--- src/rtl/crcfr_pkg.sv ---
// ----------------------------------------------------------------------------
// crcfr_pkg
// Shared types, codes and the CRC-16/CCITT-FALSE byte update for the
// frame receiver.
// ----------------------------------------------------------------------------
package crcfr_pkg;

  localparam logic [15:0] CRC_INIT = 16'hFFFF;
  localparam logic [15:0] CRC_POLY = 16'h1021;

  localparam logic [7:0]  START_BYTE_RST    = 8'd170;
  localparam logic [23:0] TIMEOUT_TICKS_RST = 24'd1000;

  // register decode on paddr[2]
  localparam logic REG_START_BYTE    = 1'b0;
  localparam logic REG_TIMEOUT_TICKS = 1'b1;

  // operation field
  localparam logic OP_BYTE = 1'b0;
  localparam logic OP_TICK = 1'b1;

  typedef enum logic [2:0] {
    S_HUNT,
    S_ID,
    S_LEN,
    S_DATA,
    S_CRC_LO,
    S_CRC_HI,
    S_PLAY
  } state_e;

  typedef enum logic [1:0] {
    ST_GOOD    = 2'd0,
    ST_BADLEN  = 2'd1,
    ST_BADCRC  = 2'd2,
    ST_TIMEOUT = 2'd3
  } status_e;

  // controller -> datapath
  typedef struct packed {
    logic    frame_start;
    logic    ld_id;
    logic    ld_len;
    logic    crc_upd;
    logic    wr_data;
    logic    ld_crc_lo;
    logic    clr_idle;
    logic    inc_idle;
    logic    rd_first;
    logic    rd_next;
    logic    out_load;
    status_e out_status;
  } cmd_t;

  // datapath -> controller
  typedef struct packed {
    logic is_start;
    logic len_bad;
    logic data_done;
    logic crc_ok;
    logic timeout_hit;
    logic play_last;
    logic out_free;
  } sts_t;

  // MSB-first CRC update over one byte
  function automatic logic [15:0] crc16_update(input logic [15:0] crc,
                                               input logic [7:0]  b);
    logic [15:0] c;
    c = crc ^ {b, 8'h00};
    for (int k = 0; k < 8; k++) begin
      if (c[15]) begin
        c = {c[14:0], 1'b0} ^ CRC_POLY;
      end else begin
        c = {c[14:0], 1'b0};
      end
    end
    return c;
  endfunction

endpackage

--- src/rtl/crcfr_datapath.sv ---
// ----------------------------------------------------------------------------
// crcfr_datapath
// Frame fields, running CRC, gap counter, payload buffer and the output
// register of the result channel.
// ----------------------------------------------------------------------------
module crcfr_datapath import crcfr_pkg::*; #(
  parameter int MAX_PAYLOAD = 64
) (
  input  logic        clk_i,
  input  logic        rst_ni,
  input  cmd_t        cmd_i,
  output sts_t        sts_o,
  input  logic [7:0]  rx_byte_i,
  input  logic [7:0]  start_byte_i,
  input  logic [23:0] timeout_ticks_i,
  output logic        out_valid_o,
  input  logic        out_stall_i,
  output logic [1:0]  status_o,
  output logic [7:0]  frame_id_o,
  output logic [7:0]  frame_length_o,
  output logic [7:0]  payload_byte_o,
  output logic [5:0]  byte_index_o,
  output logic        last_o
);

  localparam int AW = (MAX_PAYLOAD > 1) ? $clog2(MAX_PAYLOAD) : 1;
  localparam logic [8:0] MAX_LEN = 9'(MAX_PAYLOAD);

  logic [7:0]    held_id_q, held_id_d;
  logic [7:0]    held_len_q, held_len_d;
  logic [AW-1:0] count_q, count_d;
  logic [15:0]   crc_q, crc_d;
  logic [7:0]    crc_lo_q;
  logic [23:0]   idle_q, idle_d, idle_inc;
  logic [AW-1:0] pidx_q, pidx_d;
  logic [AW-1:0] rd_addr;
  logic [7:0]    rd_q;
  logic [7:0]    mem_q [MAX_PAYLOAD];

  logic          out_valid_q;
  logic [1:0]    status_q;
  logic [7:0]    frame_id_q, frame_length_q, payload_byte_q;
  logic [5:0]    byte_index_q;
  logic          last_q;
  logic          is_good;

  assign idle_inc = (idle_q == 24'hFFFFFF) ? idle_q : idle_q + 24'd1;

  always_comb begin
    sts_o.is_start    = (rx_byte_i == start_byte_i);
    sts_o.len_bad     = (rx_byte_i == 8'd0) || ({1'b0, rx_byte_i} > MAX_LEN);
    sts_o.data_done   = (9'(count_q) + 9'd1) >= {1'b0, held_len_q};
    sts_o.crc_ok      = ({rx_byte_i, crc_lo_q} == crc_q);
    sts_o.timeout_hit = (idle_inc >= timeout_ticks_i);
    sts_o.play_last   = (9'(pidx_q) + 9'd1) == {1'b0, held_len_q};
    sts_o.out_free    = !out_valid_q || !out_stall_i;
  end

  always_comb begin
    held_id_d  = held_id_q;
    held_len_d = held_len_q;
    count_d    = count_q;
    crc_d      = crc_q;
    idle_d     = idle_q;
    pidx_d     = pidx_q;
    if (cmd_i.frame_start) begin
      held_id_d  = 8'd0;
      held_len_d = 8'd0;
      count_d    = '0;
      crc_d      = crc16_update(CRC_INIT, rx_byte_i);
    end
    if (cmd_i.ld_id) begin
      held_id_d = rx_byte_i;
    end
    if (cmd_i.ld_len) begin
      held_len_d = rx_byte_i;
      count_d    = '0;
    end
    if (cmd_i.crc_upd) begin
      crc_d = crc16_update(crc_q, rx_byte_i);
    end
    if (cmd_i.wr_data) begin
      count_d = count_q + AW'(1);
    end
    if (cmd_i.clr_idle) begin
      idle_d = 24'd0;
    end else if (cmd_i.inc_idle) begin
      idle_d = idle_inc;
    end
    if (cmd_i.rd_first) begin
      pidx_d = '0;
    end else if (cmd_i.rd_next) begin
      pidx_d = pidx_q + AW'(1);
    end
  end

  assign rd_addr = cmd_i.rd_first ? '0 : pidx_q + AW'(1);

  always_ff @(posedge clk_i or negedge rst_ni) begin
    if (!rst_ni) begin
      held_id_q  <= 8'd0;
      held_len_q <= 8'd0;
      count_q    <= '0;
      crc_q      <= CRC_INIT;
      crc_lo_q   <= 8'd0;
      idle_q     <= 24'd0;
      pidx_q     <= '0;
    end else begin
      held_id_q  <= held_id_d;
      held_len_q <= held_len_d;
      count_q    <= count_d;
      crc_q      <= crc_d;
      idle_q     <= idle_d;
      pidx_q     <= pidx_d;
      if (cmd_i.frame_start) begin
        crc_lo_q <= 8'd0;
      end else if (cmd_i.ld_crc_lo) begin
        crc_lo_q <= rx_byte_i;
      end
    end
  end

  // payload buffer, registered read
  always_ff @(posedge clk_i) begin
    if (cmd_i.wr_data) begin
      mem_q[count_q] <= rx_byte_i;
    end
    if (cmd_i.rd_first || cmd_i.rd_next) begin
      rd_q <= mem_q[rd_addr];
    end
  end

  assign is_good = (cmd_i.out_status == ST_GOOD);

  always_ff @(posedge clk_i or negedge rst_ni) begin
    if (!rst_ni) begin
      out_valid_q <= 1'b0;
    end else if (cmd_i.out_load) begin
      out_valid_q <= 1'b1;
    end else if (!out_stall_i) begin
      out_valid_q <= 1'b0;
    end
  end

  always_ff @(posedge clk_i) begin
    if (cmd_i.out_load) begin
      status_q       <= cmd_i.out_status;
      frame_id_q     <= held_id_q;
      // a bad-length report carries the length byte of this very beat
      frame_length_q <= cmd_i.ld_len ? rx_byte_i : held_len_q;
      payload_byte_q <= is_good ? rd_q : 8'd0;
      byte_index_q   <= is_good ? 6'(pidx_q) : 6'd0;
      last_q         <= is_good ? sts_o.play_last : 1'b1;
    end
  end

  assign out_valid_o    = out_valid_q;
  assign status_o       = status_q;
  assign frame_id_o     = frame_id_q;
  assign frame_length_o = frame_length_q;
  assign payload_byte_o = payload_byte_q;
  assign byte_index_o   = byte_index_q;
  assign last_o         = last_q;

endmodule

--- src/rtl/crcfr_ctrl.sv ---
// ----------------------------------------------------------------------------
// crcfr_ctrl
// Frame state machine: decodes each accepted beat, sequences the payload
// playout and issues datapath commands.
// ----------------------------------------------------------------------------
module crcfr_ctrl import crcfr_pkg::*; (
  input  logic clk_i,
  input  logic rst_ni,
  input  logic in_valid_i,
  output logic in_stall_o,
  input  logic operation_i,
  input  sts_t sts_i,
  output cmd_t cmd_o
);

  state_e state_q, state_d;
  logic   accept;

  always_ff @(posedge clk_i or negedge rst_ni) begin
    if (!rst_ni) begin
      state_q <= S_HUNT;
    end else begin
      state_q <= state_d;
    end
  end

  // input waits during playout and while the output register is blocked
  assign in_stall_o = (state_q == S_PLAY) || !sts_i.out_free;
  assign accept     = in_valid_i && !in_stall_o;

  always_comb begin
    state_d = state_q;
    cmd_o   = '0;
    cmd_o.out_status = ST_GOOD;
    if (state_q == S_PLAY) begin
      if (sts_i.out_free) begin
        cmd_o.out_load = 1'b1;
        if (sts_i.play_last) begin
          state_d = S_HUNT;
        end else begin
          cmd_o.rd_next = 1'b1;
        end
      end
    end else if (accept) begin
      if (operation_i == OP_TICK) begin
        if (state_q == S_HUNT) begin
          cmd_o.clr_idle = 1'b1;
        end else if (sts_i.timeout_hit) begin
          cmd_o.clr_idle   = 1'b1;
          cmd_o.out_load   = 1'b1;
          cmd_o.out_status = ST_TIMEOUT;
          state_d          = S_HUNT;
        end else begin
          cmd_o.inc_idle = 1'b1;
        end
      end else begin
        cmd_o.clr_idle = 1'b1;
        case (state_q)
          S_HUNT: begin
            if (sts_i.is_start) begin
              cmd_o.frame_start = 1'b1;
              state_d           = S_ID;
            end
          end
          S_ID: begin
            cmd_o.ld_id   = 1'b1;
            cmd_o.crc_upd = 1'b1;
            state_d       = S_LEN;
          end
          S_LEN: begin
            cmd_o.ld_len = 1'b1;
            if (sts_i.len_bad) begin
              cmd_o.out_load   = 1'b1;
              cmd_o.out_status = ST_BADLEN;
              state_d          = S_HUNT;
            end else begin
              cmd_o.crc_upd = 1'b1;
              state_d       = S_DATA;
            end
          end
          S_DATA: begin
            cmd_o.wr_data = 1'b1;
            cmd_o.crc_upd = 1'b1;
            if (sts_i.data_done) begin
              state_d = S_CRC_LO;
            end
          end
          S_CRC_LO: begin
            cmd_o.ld_crc_lo = 1'b1;
            state_d         = S_CRC_HI;
          end
          S_CRC_HI: begin
            if (sts_i.crc_ok) begin
              cmd_o.rd_first = 1'b1;
              state_d        = S_PLAY;
            end else begin
              cmd_o.out_load   = 1'b1;
              cmd_o.out_status = ST_BADCRC;
              state_d          = S_HUNT;
            end
          end
          default: begin
            state_d = S_HUNT;
          end
        endcase
      end
    end
  end

  a_no_load_when_blocked: assert property (@(posedge clk_i) disable iff (!rst_ni)
    cmd_o.out_load |-> sts_i.out_free)
    else $error("result loaded into a blocked output register");

  a_report_then_hunt: assert property (@(posedge clk_i) disable iff (!rst_ni)
    (cmd_o.out_load && cmd_o.out_status != ST_GOOD) |=> (state_q == S_HUNT))
    else $error("report not followed by hunting");

  a_good_crc_starts_play: assert property (@(posedge clk_i) disable iff (!rst_ni)
    cmd_o.rd_first |=> (state_q == S_PLAY))
    else $error("payload read issued without entering playout");

  a_play_ends_on_last: assert property (@(posedge clk_i) disable iff (!rst_ni)
    (state_q == S_PLAY && cmd_o.out_load && sts_i.play_last) |=> (state_q == S_HUNT))
    else $error("playout did not end after the last payload byte");

endmodule

--- src/rtl/crc16_frame_receiver_core.sv ---
// ----------------------------------------------------------------------------
// crc16_frame_receiver_core
// Start/id/length framed byte receiver with CRC-16/CCITT-FALSE check,
// inter-byte timeout and payload playout; APB-style configuration.
// ----------------------------------------------------------------------------
// Output: a report beat appears in the cycle after the byte or tick that causes
//   it; a good frame's payload is read on the CRC byte, then loaded in playout.
// Throughput: one input beat per cycle while the output is free; a good frame
//   then holds the input while the buffer plays out.
// Reset: async, active low; back to hunting, start_byte 170, timeout 1000;
//   the payload buffer is not cleared.
module crc16_frame_receiver_core import crcfr_pkg::*; #(
  parameter int MAX_PAYLOAD = 64
) (
  input  logic        clk_i,
  input  logic        rst_ni,
  input  logic        psel,
  input  logic        penable,
  input  logic        pwrite,
  input  logic [2:0]  paddr,
  input  logic [31:0] pwdata,
  output logic [31:0] prdata,
  output logic        pready,
  input  logic        in_valid_i,
  output logic        in_stall_o,
  input  logic        operation_i,
  input  logic [7:0]  rx_byte_i,
  output logic        out_valid_o,
  input  logic        out_stall_i,
  output logic [1:0]  status_o,
  output logic [7:0]  frame_id_o,
  output logic [7:0]  frame_length_o,
  output logic [7:0]  payload_byte_o,
  output logic [5:0]  byte_index_o,
  output logic        last_o
);

  logic [7:0]  start_byte_q;
  logic [23:0] timeout_ticks_q;
  logic        cfg_wr;
  cmd_t        cmd;
  sts_t        sts;

  assign pready = 1'b1;
  assign cfg_wr = psel && penable && pwrite && pready;

  always_ff @(posedge clk_i or negedge rst_ni) begin
    if (!rst_ni) begin
      start_byte_q    <= START_BYTE_RST;
      timeout_ticks_q <= TIMEOUT_TICKS_RST;
    end else if (cfg_wr) begin
      if (paddr[2] == REG_START_BYTE) begin
        start_byte_q <= pwdata[7:0];
      end else begin
        timeout_ticks_q <= pwdata[23:0];
      end
    end
  end

  assign prdata = (paddr[2] == REG_TIMEOUT_TICKS) ? {8'd0, timeout_ticks_q}
                                                  : {24'd0, start_byte_q};

  crcfr_ctrl u_ctrl (
    .clk_i       (clk_i),
    .rst_ni      (rst_ni),
    .in_valid_i  (in_valid_i),
    .in_stall_o  (in_stall_o),
    .operation_i (operation_i),
    .sts_i       (sts),
    .cmd_o       (cmd)
  );

  crcfr_datapath #(
    .MAX_PAYLOAD (MAX_PAYLOAD)
  ) u_datapath (
    .clk_i           (clk_i),
    .rst_ni          (rst_ni),
    .cmd_i           (cmd),
    .sts_o           (sts),
    .rx_byte_i       (rx_byte_i),
    .start_byte_i    (start_byte_q),
    .timeout_ticks_i (timeout_ticks_q),
    .out_valid_o     (out_valid_o),
    .out_stall_i     (out_stall_i),
    .status_o        (status_o),
    .frame_id_o      (frame_id_o),
    .frame_length_o  (frame_length_o),
    .payload_byte_o  (payload_byte_o),
    .byte_index_o    (byte_index_o),
    .last_o          (last_o)
  );

endmodule
--- config.mk ---
export PLATFORM = sky130hd
export DESIGN_NAME = crc16_frame_receiver_core
export DESIGN_NICKNAME = d
export VERILOG_FILES = /design/src/rtl/crcfr_pkg.sv /design/src/rtl/crcfr_datapath.sv /design/src/rtl/crcfr_ctrl.sv /design/src/rtl/crc16_frame_receiver_core.sv
export SDC_FILE = /design/constraint.sdc
export NUM_CORES = 1
export LEC_CHECK = 0
export ABC_AREA = 1
export ABC_CLOCK_PERIOD_IN_PS = 9900
export BUFFER_PORTS_ARGS = -buffer_cell sky130_fd_sc_hd__buf_4
export CAP_MARGIN = 20
export CELL_PAD_IN_SITES_DETAIL_PLACEMENT = 1
export CELL_PAD_IN_SITES_GLOBAL_PLACEMENT = 1
export CORE_MARGIN = 3
export CORE_UTILIZATION = 44
export DETAILED_ROUTE_END_ITERATION = 8
export MAX_ROUTING_LAYER = met4
export PLACE_DENSITY_LB_ADDON = 0.05
export SKIP_CTS_REPAIR_TIMING = 1
export SLEW_MARGIN = 20
export SYNTH_ARGS = -nofsm -noshare
export SYNTH_HDL_FRONTEND = slang
export SYNTH_SLANG_ARGS = --single-unit
export TNS_END_PERCENT = 20
--- constraint.sdc ---
create_clock -name clk_i -period 9.9 [get_ports clk_i]
set_clock_uncertainty 0.05 [all_clocks]
set_input_delay 0.495 -clock clk_i [delete_from_list [all_inputs] [get_ports clk_i]]
set_output_delay 0.495 -clock clk_i [all_outputs]
set_load 0.02 [all_outputs]
Word level (Yosys, flattened, before mapping)
Memories as Yosys holds them, arrays and structs flattened. A register that Yosys moved wholly into a read port is not among the register bits.
Index checks and enable logic that the tools add are counted.
Storage, ports and cells
  bits in registers: 145
  memory bits (writable): 512
  input port bits: 51
  output and inout port bits: 68
  logic and storage cells: 184
  memories kept: 1
Memory list
  u_datapath.mem_q: depth 64, bits a word 8, rd ports 1, clocked after Yosys merged registers in 1, write ports 1, RTL line crcfr_datapath.sv:38  | logic [7:0] mem_q [MAX_PAYLOAD];
Cells by class
  add/sub/neg operators: 5
  $lt $le $gt $ge: 3
  equal/unequal tests: 17
  muxes and demuxes: 96
  bitwise logic cells: 19
  reduce and logical (&&, ||, !) cells: 26
Operators by type and width (count)
  $mux W16: 16
  $mux W13: 16
  $mux W24: 4
  $mux W3: 16
  $mux W8: 6
  $not A3 Y3: 16
  $mux W6: 7
  $add A24 B1 Y24 const B: 1
  $eq A24 B24 Y1 const B: 1
  $ge A24 B24 Y1: 1
  $mux W1: 23
  $mux W9: 2
  $pmux W3 S6: 1
  $eq A16 B16 Y1: 1
  $not A16 Y16: 1
  $xor A16 B16 Y16: 1
  $add A6 B1 Y7 const B: 2
  $reduce_bool A2 Y1: 7
  $add A6 B1 Y6 const B: 2
  $eq A3 B3 Y1 const B: 3
  $eq A9 B8 Y1: 1
  $ge A9 B8 Y1: 1
  $eq A8 B8 Y1: 1
  $gt A8 B7 Y1 const B: 1
  20 further kinds: 35

Longest topological paths before layout
Gate-level depths: netlist of the first run.
  depth after elaboration: 31
  gate-level depth with buffers: 27

Modules after synthesis
From an unflattened synthesis of the first run, not the netlist that was laid out.
Unflattened totals
  cells, all modules: 3264
  area total of the unflattened synthesis: 30864.6 µm²
Modules (own cells, without submodules)
  crcfr_datapath: instances 1, cells each 2960, area an instance 28822.6 µm²
  crc16_frame_receiver_core: instances 1, cells each 212, area an instance 1580.3 µm²
  crcfr_ctrl: instances 1, cells each 92, area an instance 461.7 µm²

Worst setup path before layout of the first run
No wires, ideal clock.
  kind: register to register
  from: reg u_datapath.idle_q[0]
  to: reg u_datapath.byte_index_q[0], in the netlist u_datapath.byte_index_o[0], enable pin
  arrival: 4.360 ns
  required time: 9.180 ns
  setup slack: 4.820 ns
  cell stages (with the launch flop): 26
  cell sequence: dfrtp_1 ha_1 nand2_1 nor3_1 nand2_1 nor3_1 nand2_1 nand2_1 nor2_1 nand2_1 nor2_1 nand2_1 nor2_1 xor2_1 ha_1 a21oi_1 o21ai_0 a21oi_1 nand4_1 nand2_1 nand2_1 nand2_1 nor2_1 nor2_1 buf_2 o21ai_0
RTL lines
  start, declared: RTL line crcfr_datapath.sv:34  | logic [23:0] idle_q, idle_d, idle_inc;
  start signal, assigned: RTL line crcfr_datapath.sv:113  | idle_q <= idle_d;
  end signal, assigned: RTL line crcfr_datapath.sv:152  | byte_index_q <= is_good ? 6'(pidx_q) : 6'd0;
  end, declared: RTL line crcfr_datapath.sv:43  | logic [5:0] byte_index_q;

Worst setup path in the final report of the first run
  from: reg u_datapath.idle_q[1]
  to: reg u_datapath.idle_q[5]
On the way
  longest elaborated chain between the ends: 9
  elaborated cells between the ends (all ways): 15
Ends and longest elaborated chain
  $add A24 B1 Y24 / $eq A24 B24 Y1 (equally long branches): RTL line crcfr_datapath.sv:47  | assign idle_inc = (idle_q == 24'hFFFFFF) ? idle_q : idle_q + 24'd1;
  $mux W24 (*): RTL line crcfr_datapath.sv:47
  $ge A24 B24 Y1: RTL line crcfr_datapath.sv:54  | sts_o.timeout_hit = (idle_inc >= timeout_ticks_i);
  $mux W1: RTL line crcfr_ctrl.sv:48  | end else if (sts_i.timeout_hit) begin
  $mux W1: RTL line crcfr_ctrl.sv:46  | if (state_q == S_HUNT) begin
  $mux W1: RTL line crcfr_ctrl.sv:45  | if (operation_i == OP_TICK) begin
  $mux W9: RTL line crcfr_ctrl.sv:44  | end else if (accept) begin
  $mux W9: RTL line crcfr_ctrl.sv:35  | if (state_q == S_PLAY) begin
  $mux W24 / $reduce_bool A2 Y1 (equally long branches)
Every way passes the cells marked *; elsewhere a longest branch is shown, timed or not. The select of a mux whose other input is x is not followed.
A chain may end at the register's enable or synchronous reset.

==> impl_table.tex, run 1 <==
\begin{tabular}{lr}
\hline
Metric & Value \\
\hline
\multicolumn{2}{l}{\textbf{Critical path}} \\
Critical path startpoint & u\_datapath.idle\_q[1] \\
Source of the worst register-to-register timing path & u\_datapath.idle\_q[1] \\
CP max-delay cell & nor3\_1 \\
Largest stage delay, worst path & 0.61 ns \\
Dominant delay contributor by cell family on the critical path & simple AND/OR/NAND/NOR gates \\
Crit path arrival time & 5.77 ns \\
Critical path type & flop to flop \\
Crit. End Element & flop \\
Total buffers and inverters traversed by the critical path & 1 \\
Kind of start point of the critical path & flop \\
Worst EP required & 10.36 ns \\
Critical path cell sequence & ha\_1, nand2\_1, nor3\_1, nand2\_1, nor3\_1, nand2\_1, nand2\_1, nor2\_1, nand2\_1, nor2\_1, nand2\_1, nor2\_1, xor2\_1, ha\_1, a21oi\_1, o21ai\_0, a21oi\_1, nand4\_1, nor3\_1, nand2\_1, clkinv\_1, nand2\_1, o21ai\_0 \\
Dominant cell type by count on the critical path & nand2\_1 \\
Highest net fanout along the worst path & 17 \\
\multicolumn{2}{l}{\textbf{Finish}} \\
Area of combinational cells with multiple inputs & 0.00905 sq mm \\
\# nets final & 3150 \\
Fraction of layout cells with a size suffix above 1 & 11.1\% \\
Most frequent cells in the layout & edfxtp\_1 (553), nand3\_1 (543), nand2\_1 (471) \\
Post-layout instance area & 0.0349 sq mm \\
P\&R area growth vs syn & 11.9\% \\
Sequential cell area in the final layout & 0.0194 sq mm \\
Antenna diodes & 0 \\
Leading cell type in the layout, fill and taps excluded & edfxtp\_1 \\
Fillcell total & 7576 \\
\multicolumn{2}{l}{\textbf{Placement}} \\
Area after DPL & 0.0324 sq mm \\
Detailed-placement wirelength estimate & 56.2 mm \\
Gp weighted congestion & 0.840 \\
IO Port Bufs & 99 \\
\multicolumn{2}{l}{\textbf{Routing}} \\
Routed length per placed instance & 22.9 um \\
Via density per instance & 5.47 \\
Number of iterations in the first detailed-routing pass & 5 \\
Violation count after the first detailed-route iteration & 1491 \\
Via count & 22200 \\
Final antenna-violating net count & 0 \\
Total Wirelength & 92.8 mm \\
Final routed DRC violation total & 0 \\
\multicolumn{2}{l}{\textbf{Synthesis}} \\
Number of register bits inferred by synthesis & 665 \\
Synthesized area per cell & 10.3 sq um \\
Gate count of the mapped netlist & 3021 \\
Post-Synthesis Cell Area & 0.0311 sq mm \\
Number of synthesis warnings & 0 \\
Number of distinct standard cells referenced by the synthesized netlist & 47 \\
Flip-flop cell with the highest count after synthesis & edfxtp\_1 \\
Number of synthesized flops with an enable pin & 553 \\
Fraction of registers with async set/reset & 16.8\% \\
Sequential element share of the synthesized area & 62.4\% \\
\multicolumn{2}{l}{\textbf{Flow run}} \\
Max Cap Violations & 0 \\
\multicolumn{2}{l}{\textbf{Power}} \\
Switching power as a share of total power & 41.1\% \\
Register share of total power & 33.0\% \\
Clock Power Share & 27.0\% \\
VDD IR max & 0.000202 V \\
Leakage & 0.0142 uW \\
Pwr/cell area & 298 mW/mm\^{}2 \\
Logic gate share of total power & 40.0\% \\
Internal Power & 6110 uW \\
Switching component of the power & 4270 uW \\
\multicolumn{2}{l}{\textbf{Timing}} \\
Peak clock frequency supported by timing & 188 MHz \\
Worst-margin pin slew & 1.08 ns \\
Number of hold violations in the final report & 0 \\
Unrepaired setup endpoints after global routing & false \\
Crit path time final & 5.31 ns \\
Final clock period utilization by the worst path & 53.6\% \\
Max-slew headroom & 27.6\% \\
Final setup viols & 0 \\
Number of slew-limit violations in the final report & 0 \\
Setup Total Neg Slack & 0 ns \\
\multicolumn{2}{l}{\textbf{Clocking}} \\
TritonCTS clock tree & built \\
Buffer levels on the longest clock path & 3 \\
Clock root buffer & clkbuf\_16 \\
Worst-Skew Late Latency & 0.62 ns \\
Deepest level of the CTS H-tree & 3 \\
Clock input transition at the sequential cells of the worst setup and hold paths & 0.06 ns \\
Count of clock tree sinks & 665 \\
Number of clock buffers inserted by TritonCTS & 74 \\
\multicolumn{2}{l}{\textbf{Floorplan}} \\
Die Width & 272 um \\
Placeable core region & 0.0693 sq mm \\
Floorplan die height & 272 um \\
I/O pins & 119 \\
Count of standard-cell rows & 96 \\
Die footprint & 0.0740 sq mm \\
Initial Util & 44.9\% \\
\multicolumn{2}{l}{\textbf{Global route}} \\
Total congestion overflow & 0 \\
Initial antenna violation count & 0 \\
Vias in the first global route & 23200 \\
Wire length of the first global-routing pass & 142 mm \\
Largest net degree at the start of global routing & 137 \\
Overall Global Routing Usage & 25.9\% \\
\multicolumn{2}{l}{\textbf{Status}} \\
Result of the run & finished clean \\
\multicolumn{2}{l}{\textbf{Min path}} \\
Hold Path Origin & pwdata[9] \\
Worst hold path type & input port to flop \\
\hline
\end{tabular}
-- tightest hold or removal path, delay by kind of cell --
kind                   cells  cell delay (ns)
and+or+nand+nor            1             0.09
AOI/OAI and AO/OA          1             0.04
buffers and inverters      1             0.11
-- cell families after synthesis --
logic type,share of synthesized area [%]
AO/OA/AOI/OAI,4.75
XOR/XNOR,1.57
adder cells (fa/ha/maj),1.37
buffers and inverters,8.69
flip-flops,62.4
other,0.0241
AND/OR/NAND/NOR,21.2
-- area by class of cell --
cell class                 count  area share (%)
clock buffer                  98            5.81
clock inverter                36            1.16
inverter                     461            4.98
multi-input combinational   1731            26.0
sequential                   665            55.8
tap                          931            3.34
timing repair buffer         132            2.94
-- power groups by stage --
stage / clock network [uW] / registers, uW / logic, uW
after floorplan: 0 / 3450 / 2740
after global placement: 0 / 3470 / 4070
after detailed placement: 0 / 3480 / 4160
after CTS: 2860 / 3430 / 4180
after global routing: 2980 / 3450 / 4540
final: 2800 / 3430 / 4150
-- path summary, 6_finish.rpt --
kind / endpoint / slack, ns / cells past startpoint
max: u_datapath.idle_q[5] / 4.59 / 23
min: timeout_ticks_q[9] / 0.08 / 3
max reg2reg: u_datapath.idle_q[5] / 4.59 / 23
min reg2reg: u_datapath.frame_id_o[7] / 0.40 / 0
max in group asynchronous: timeout_ticks_q[15] / 7.99 / 3
min in group asynchronous: u_datapath.crc_lo_q[7] / 0.45 / 2
-- state kept, by name (all words and copies together) (netlist names), 16 cells and up --
| signal | cells |
|---|---|
| u_datapath.mem_q | 512 |
| timeout_ticks_q | 24 |
| u_datapath.idle_q | 24 |
| u_datapath.crc_q | 16 |
-- through the flow --
stage / worst slack (ns) / total power [uW] / utilization (%) / cells / hold WS [ns]
after CTS: 4.55 / 10500 / 50.2 / 4052 / -0.121
final: 4.59 / 10400 / 50.3 / 4054 / 0.0813
after detailed placement: 4.59 / 7640 / 46.7 / 3918 / 0.395
after global placement: 4.66 / 7540 / 46.7 / 3918 / 0.397
after global routing: 4.02 / 11000 / 50.3 / 4054 / 0.0714
after floorplan: 4.82 / 6180 / - / 3028 / 0.149
-- Yosys cell counts (6+ instances only) --
cell type	n	area [sq um]
a21oi_1	50	250
buf_1	12	45.0
buf_2	58	290
buf_4	30	225
buf_6	20	225
clkbuf_1	51	191
dfrtp_1	86	2150
dfstp_2	26	683
edfxtp_1	553	16600
ha_1	34	425
inv_1	447	1680
inv_2	13	48.8
nand2_1	472	1770
nand2_2	6	37.5
nand3_1	543	2720
nand3b_1	113	848
nand4_1	13	81.3
nor2_1	163	612
nor3_1	12	60.1
o2111ai_1	48	420
o211ai_1	6	45.0
o21ai_0	109	546
o21ai_1	6	30.0
o22ai_1	6	37.5
or2_2	52	325
xnor2_1	15	131
xor2_1	41	359
-- routing by layer --
layer	wire length (um)	GRT usage, %
met1	41200	34.3
met2	45300	42.5
met3	3620	2.85
met4	2690	7.50
met5	0	-
No activity file was read; power rests on OpenSTA's default activity.
==> inputs of run 2 (changes only) <==
--- a/config.mk
+++ b/config.mk
@@ -6,7 +6,7 @@
 export NUM_CORES = 1
 export LEC_CHECK = 0
 export ABC_AREA = 1
-export ABC_CLOCK_PERIOD_IN_PS = 9900
+export ABC_CLOCK_PERIOD_IN_PS = 5560
 export BUFFER_PORTS_ARGS = -buffer_cell sky130_fd_sc_hd__buf_4
 export CAP_MARGIN = 20
 export CELL_PAD_IN_SITES_DETAIL_PLACEMENT = 1
==> constraint.sdc (replaced) <==
create_clock -name clk_i -period 5.56 [get_ports clk_i]
set_clock_uncertainty 0.05 [all_clocks]
set_input_delay 0.278 -clock clk_i [delete_from_list [all_inputs] [get_ports clk_i]]
set_output_delay 0.278 -clock clk_i [all_outputs]
set_load 0.02 [all_outputs]
==> run 2 against run 1 <==
The run now ends with negative hold slack left; cell area increased by 1.2%; sequential share of layout area decreased by 0.67 points; clock power increased by 83%; via count increased by 1.9%; first-iteration DRC count increased by 24%; register-to-register slack got worse by 4.0 ns; largest power group unchanged; setup slack got worse by 4.0 ns.
==> impl_table.tex, run 2 (synthesized netlist as in run 1, its figures left out) <==
\begin{tabular}{lr}
\hline
Metric & Value \\
\hline
\multicolumn{2}{l}{\textbf{Clocking}} \\
Deepest level of the CTS H-tree & 3 \\
Clock input transition at the sequential cells of the worst setup and hold paths & 0.06 ns \\
Buffer levels on the longest clock path & 3 \\
Worst-Skew Late Latency & 0.61 ns \\
Count of clock tree sinks & 665 \\
TritonCTS clock tree & built \\
Number of clock buffers inserted by TritonCTS & 75 \\
Clock root buffer & clkbuf\_16 \\
\multicolumn{2}{l}{\textbf{Routing}} \\
Number of iterations in the first detailed-routing pass & 5 \\
Final routed DRC violation total & 0 \\
Routed length per placed instance & 23.0 um \\
Final antenna-violating net count & 0 \\
Total Wirelength & 94.0 mm \\
Via count & 22600 \\
Violation count after the first detailed-route iteration & 1846 \\
Via density per instance & 5.52 \\
\multicolumn{2}{l}{\textbf{Timing}} \\
Min setup slack post-route & 0.553 ns \\
Worst hold slack after final layout & -0.000266 ns \\
Unrepaired setup endpoints after global routing & false \\
Crit path time final & 5.01 ns \\
Setup Total Neg Slack & 0 ns \\
Worst-margin pin slew & 1.01 ns \\
Final clock period utilization by the worst path & 90.1\% \\
Final setup viols & 0 \\
Peak clock frequency supported by timing & 200 MHz \\
Max-slew headroom & 32.5\% \\
Number of hold violations in the final report & 1 \\
Number of slew-limit violations in the final report & 0 \\
\multicolumn{2}{l}{\textbf{Min path}} \\
Worst-case hold path end point & u\_datapath.crc\_lo\_q[3] \\
Worst hold path type & input port to flop \\
Worst Hold Depth & 3 \\
Hold Path Origin & rx\_byte\_i[3] \\
\multicolumn{2}{l}{\textbf{Finish}} \\
Registers with the most flip-flops & u\_datapath.mem\_q x512, timeout\_ticks\_q x24, u\_datapath.idle\_q x24 \\
Fraction of layout cells with a size suffix above 1 & 11.2\% \\
Final Non-Filler Cells & 4091 \\
P\&R area growth vs syn & 13.3\% \\
\# nets final & 3183 \\
Fillcell total & 7598 \\
Max reg flops & 512 \\
Sequential cell area in the final layout & 0.0194 sq mm \\
Area of combinational cells with multiple inputs & 0.00905 sq mm \\
Most frequent cells in the layout & edfxtp\_1 (553), nand3\_1 (543), nand2\_1 (471) \\
Largest reg by FF count & u\_datapath.mem\_q \\
Leading cell type in the layout, fill and taps excluded & edfxtp\_1 \\
\multicolumn{2}{l}{\textbf{Floorplan}} \\
Placeable core region & 0.0693 sq mm \\
Die footprint & 0.0740 sq mm \\
I/O pins & 119 \\
Count of standard-cell rows & 96 \\
Die Width & 272 um \\
Floorplan die height & 272 um \\
Initial Util & 44.9\% \\
\multicolumn{2}{l}{\textbf{Flow run}} \\
Max Cap Violations & 0 \\
\multicolumn{2}{l}{\textbf{Global route}} \\
Wire length of the first global-routing pass & 142 mm \\
Initial antenna violation count & 3 \\
Largest net degree at the start of global routing & 121 \\
Total congestion overflow & 0 \\
Vias in the first global route & 23300 \\
Overall Global Routing Usage & 25.8\% \\
\multicolumn{2}{l}{\textbf{Critical path}} \\
Crit path arrival time & 5.45 ns \\
Crit. End Element & flop \\
End of the worst register-to-register path & u\_datapath.idle\_q[1] \\
Kind of start point of the critical path & flop \\
Critical path type & flop to flop \\
Setup slack on the worst flop-to-flop path & 0.55 ns \\
Source of the worst register-to-register timing path & u\_datapath.idle\_q[0] \\
Highest net fanout along the worst path & 17 \\
Worst EP required & 6.00 ns \\
Worst-case reg-to-reg path depth & 23 \\
Critical path startpoint & u\_datapath.idle\_q[0] \\
\multicolumn{2}{l}{\textbf{Placement}} \\
Number of placed instances with taps included & 3924 \\
Gp weighted congestion & 0.844 \\
Setup slack after placement & 0.509 ns \\
IO Port Bufs & 99 \\
Detailed-placement wirelength estimate & 56.9 mm \\
\multicolumn{2}{l}{\textbf{Status}} \\
Result of the run & finished with violations \\
Failing checks & negative hold slack \\
\multicolumn{2}{l}{\textbf{Power}} \\
Leakage & 0.0144 uW \\
Pwr/cell area & 530 mW/mm\^{}2 \\
VDD IR max & 0.000563 V \\
\hline
\end{tabular}
[run 2: how the worst max path moves through the flow]
stage,endpoint,slack [ns],cells past startpoint
after CTS,u_datapath.idle_q[1],0.47,23
after global routing,u_datapath.idle_q[1],0.05,23
after floorplan,u_datapath.byte_index_o[0],0.48,25
after global placement,u_datapath.idle_q[15],0.68,22
final,u_datapath.idle_q[1],0.55,23
after detailed placement,u_datapath.idle_q[1],0.51,23
[run 2: area by class of cell]
type | count | share of cell area (%)
flip-flops and latches | 665 | 55.1
well taps | 931 | 3.30
clock buffers | 103 | 5.92
clock inverters | 35 | 1.19
multi-input cells | 1731 | 25.7
repair buffers | 164 | 3.88
diodes | 1 | 0.00709
inverters | 461 | 4.93
[run 2: worst max-delay path, cell delays in order (launching register included)]
cell and delay, ns:
dfrtp_1 0.40, ha_1 0.22, nand2_1 0.10, nor3_1 0.07, nand2_1 0.08, nor3_1 0.06
nand2_1 0.20, nand2_1 0.12, nor2_1 0.19, nand2_1 0.18, nor2_1 0.26, nand2_1 0.13
nor2_1 0.15, xor2_1 0.25, ha_1 0.29, a21oi_1 0.14, o21ai_0 0.09, a21oi_1 0.17
nand4_1 0.35, nor3_1 0.44, nand2_1 0.32, clkinvlp_4 0.39, nand2_1 0.11, o21ai_0 0.11
[run 2: per-layer routing]
| metal | track usage (%) | up-vias | share of wire, % | wire length, um |
|---|---|---|---|---|
| li1 | - | 10400 | - | - |
| met1 | 33.8 | 11500 | 43 | 40600 |
| met2 | 42.4 | 580 | 49 | 46000 |
| met3 | 3.41 | 139 | 5.3 | 5010 |
| met4 | 7.61 | 0 | 2.5 | 2390 |
| met5 | - | - | 0 | 0 |
[run 2: power by group]
part / internal, uW / leakage [uW] / total, uW / switching, uW
Combinational: 2160 / 0.00686 / 7480 / 5320
Sequential: 5820 / 0.00632 / 6120 / 292
Clock: 3090 / 0.00122 / 5110 / 2020
[run 2: stage by stage]
stage | utilization [%] | power [uW] | hold WS (ns) | instance area [sq um]
after floorplan | - | 11000 | -0.0676 | 31200
after global placement | 46.8 | 13500 | 0.365 | 32500
after detailed placement | 46.8 | 13700 | 0.378 | 32500
after CTS | 50.5 | 18800 | -0.275 | 35000
after global routing | 50.9 | 19800 | 0.00655 | 35300
final | 50.9 | 18700 | -0.000266 | 35300
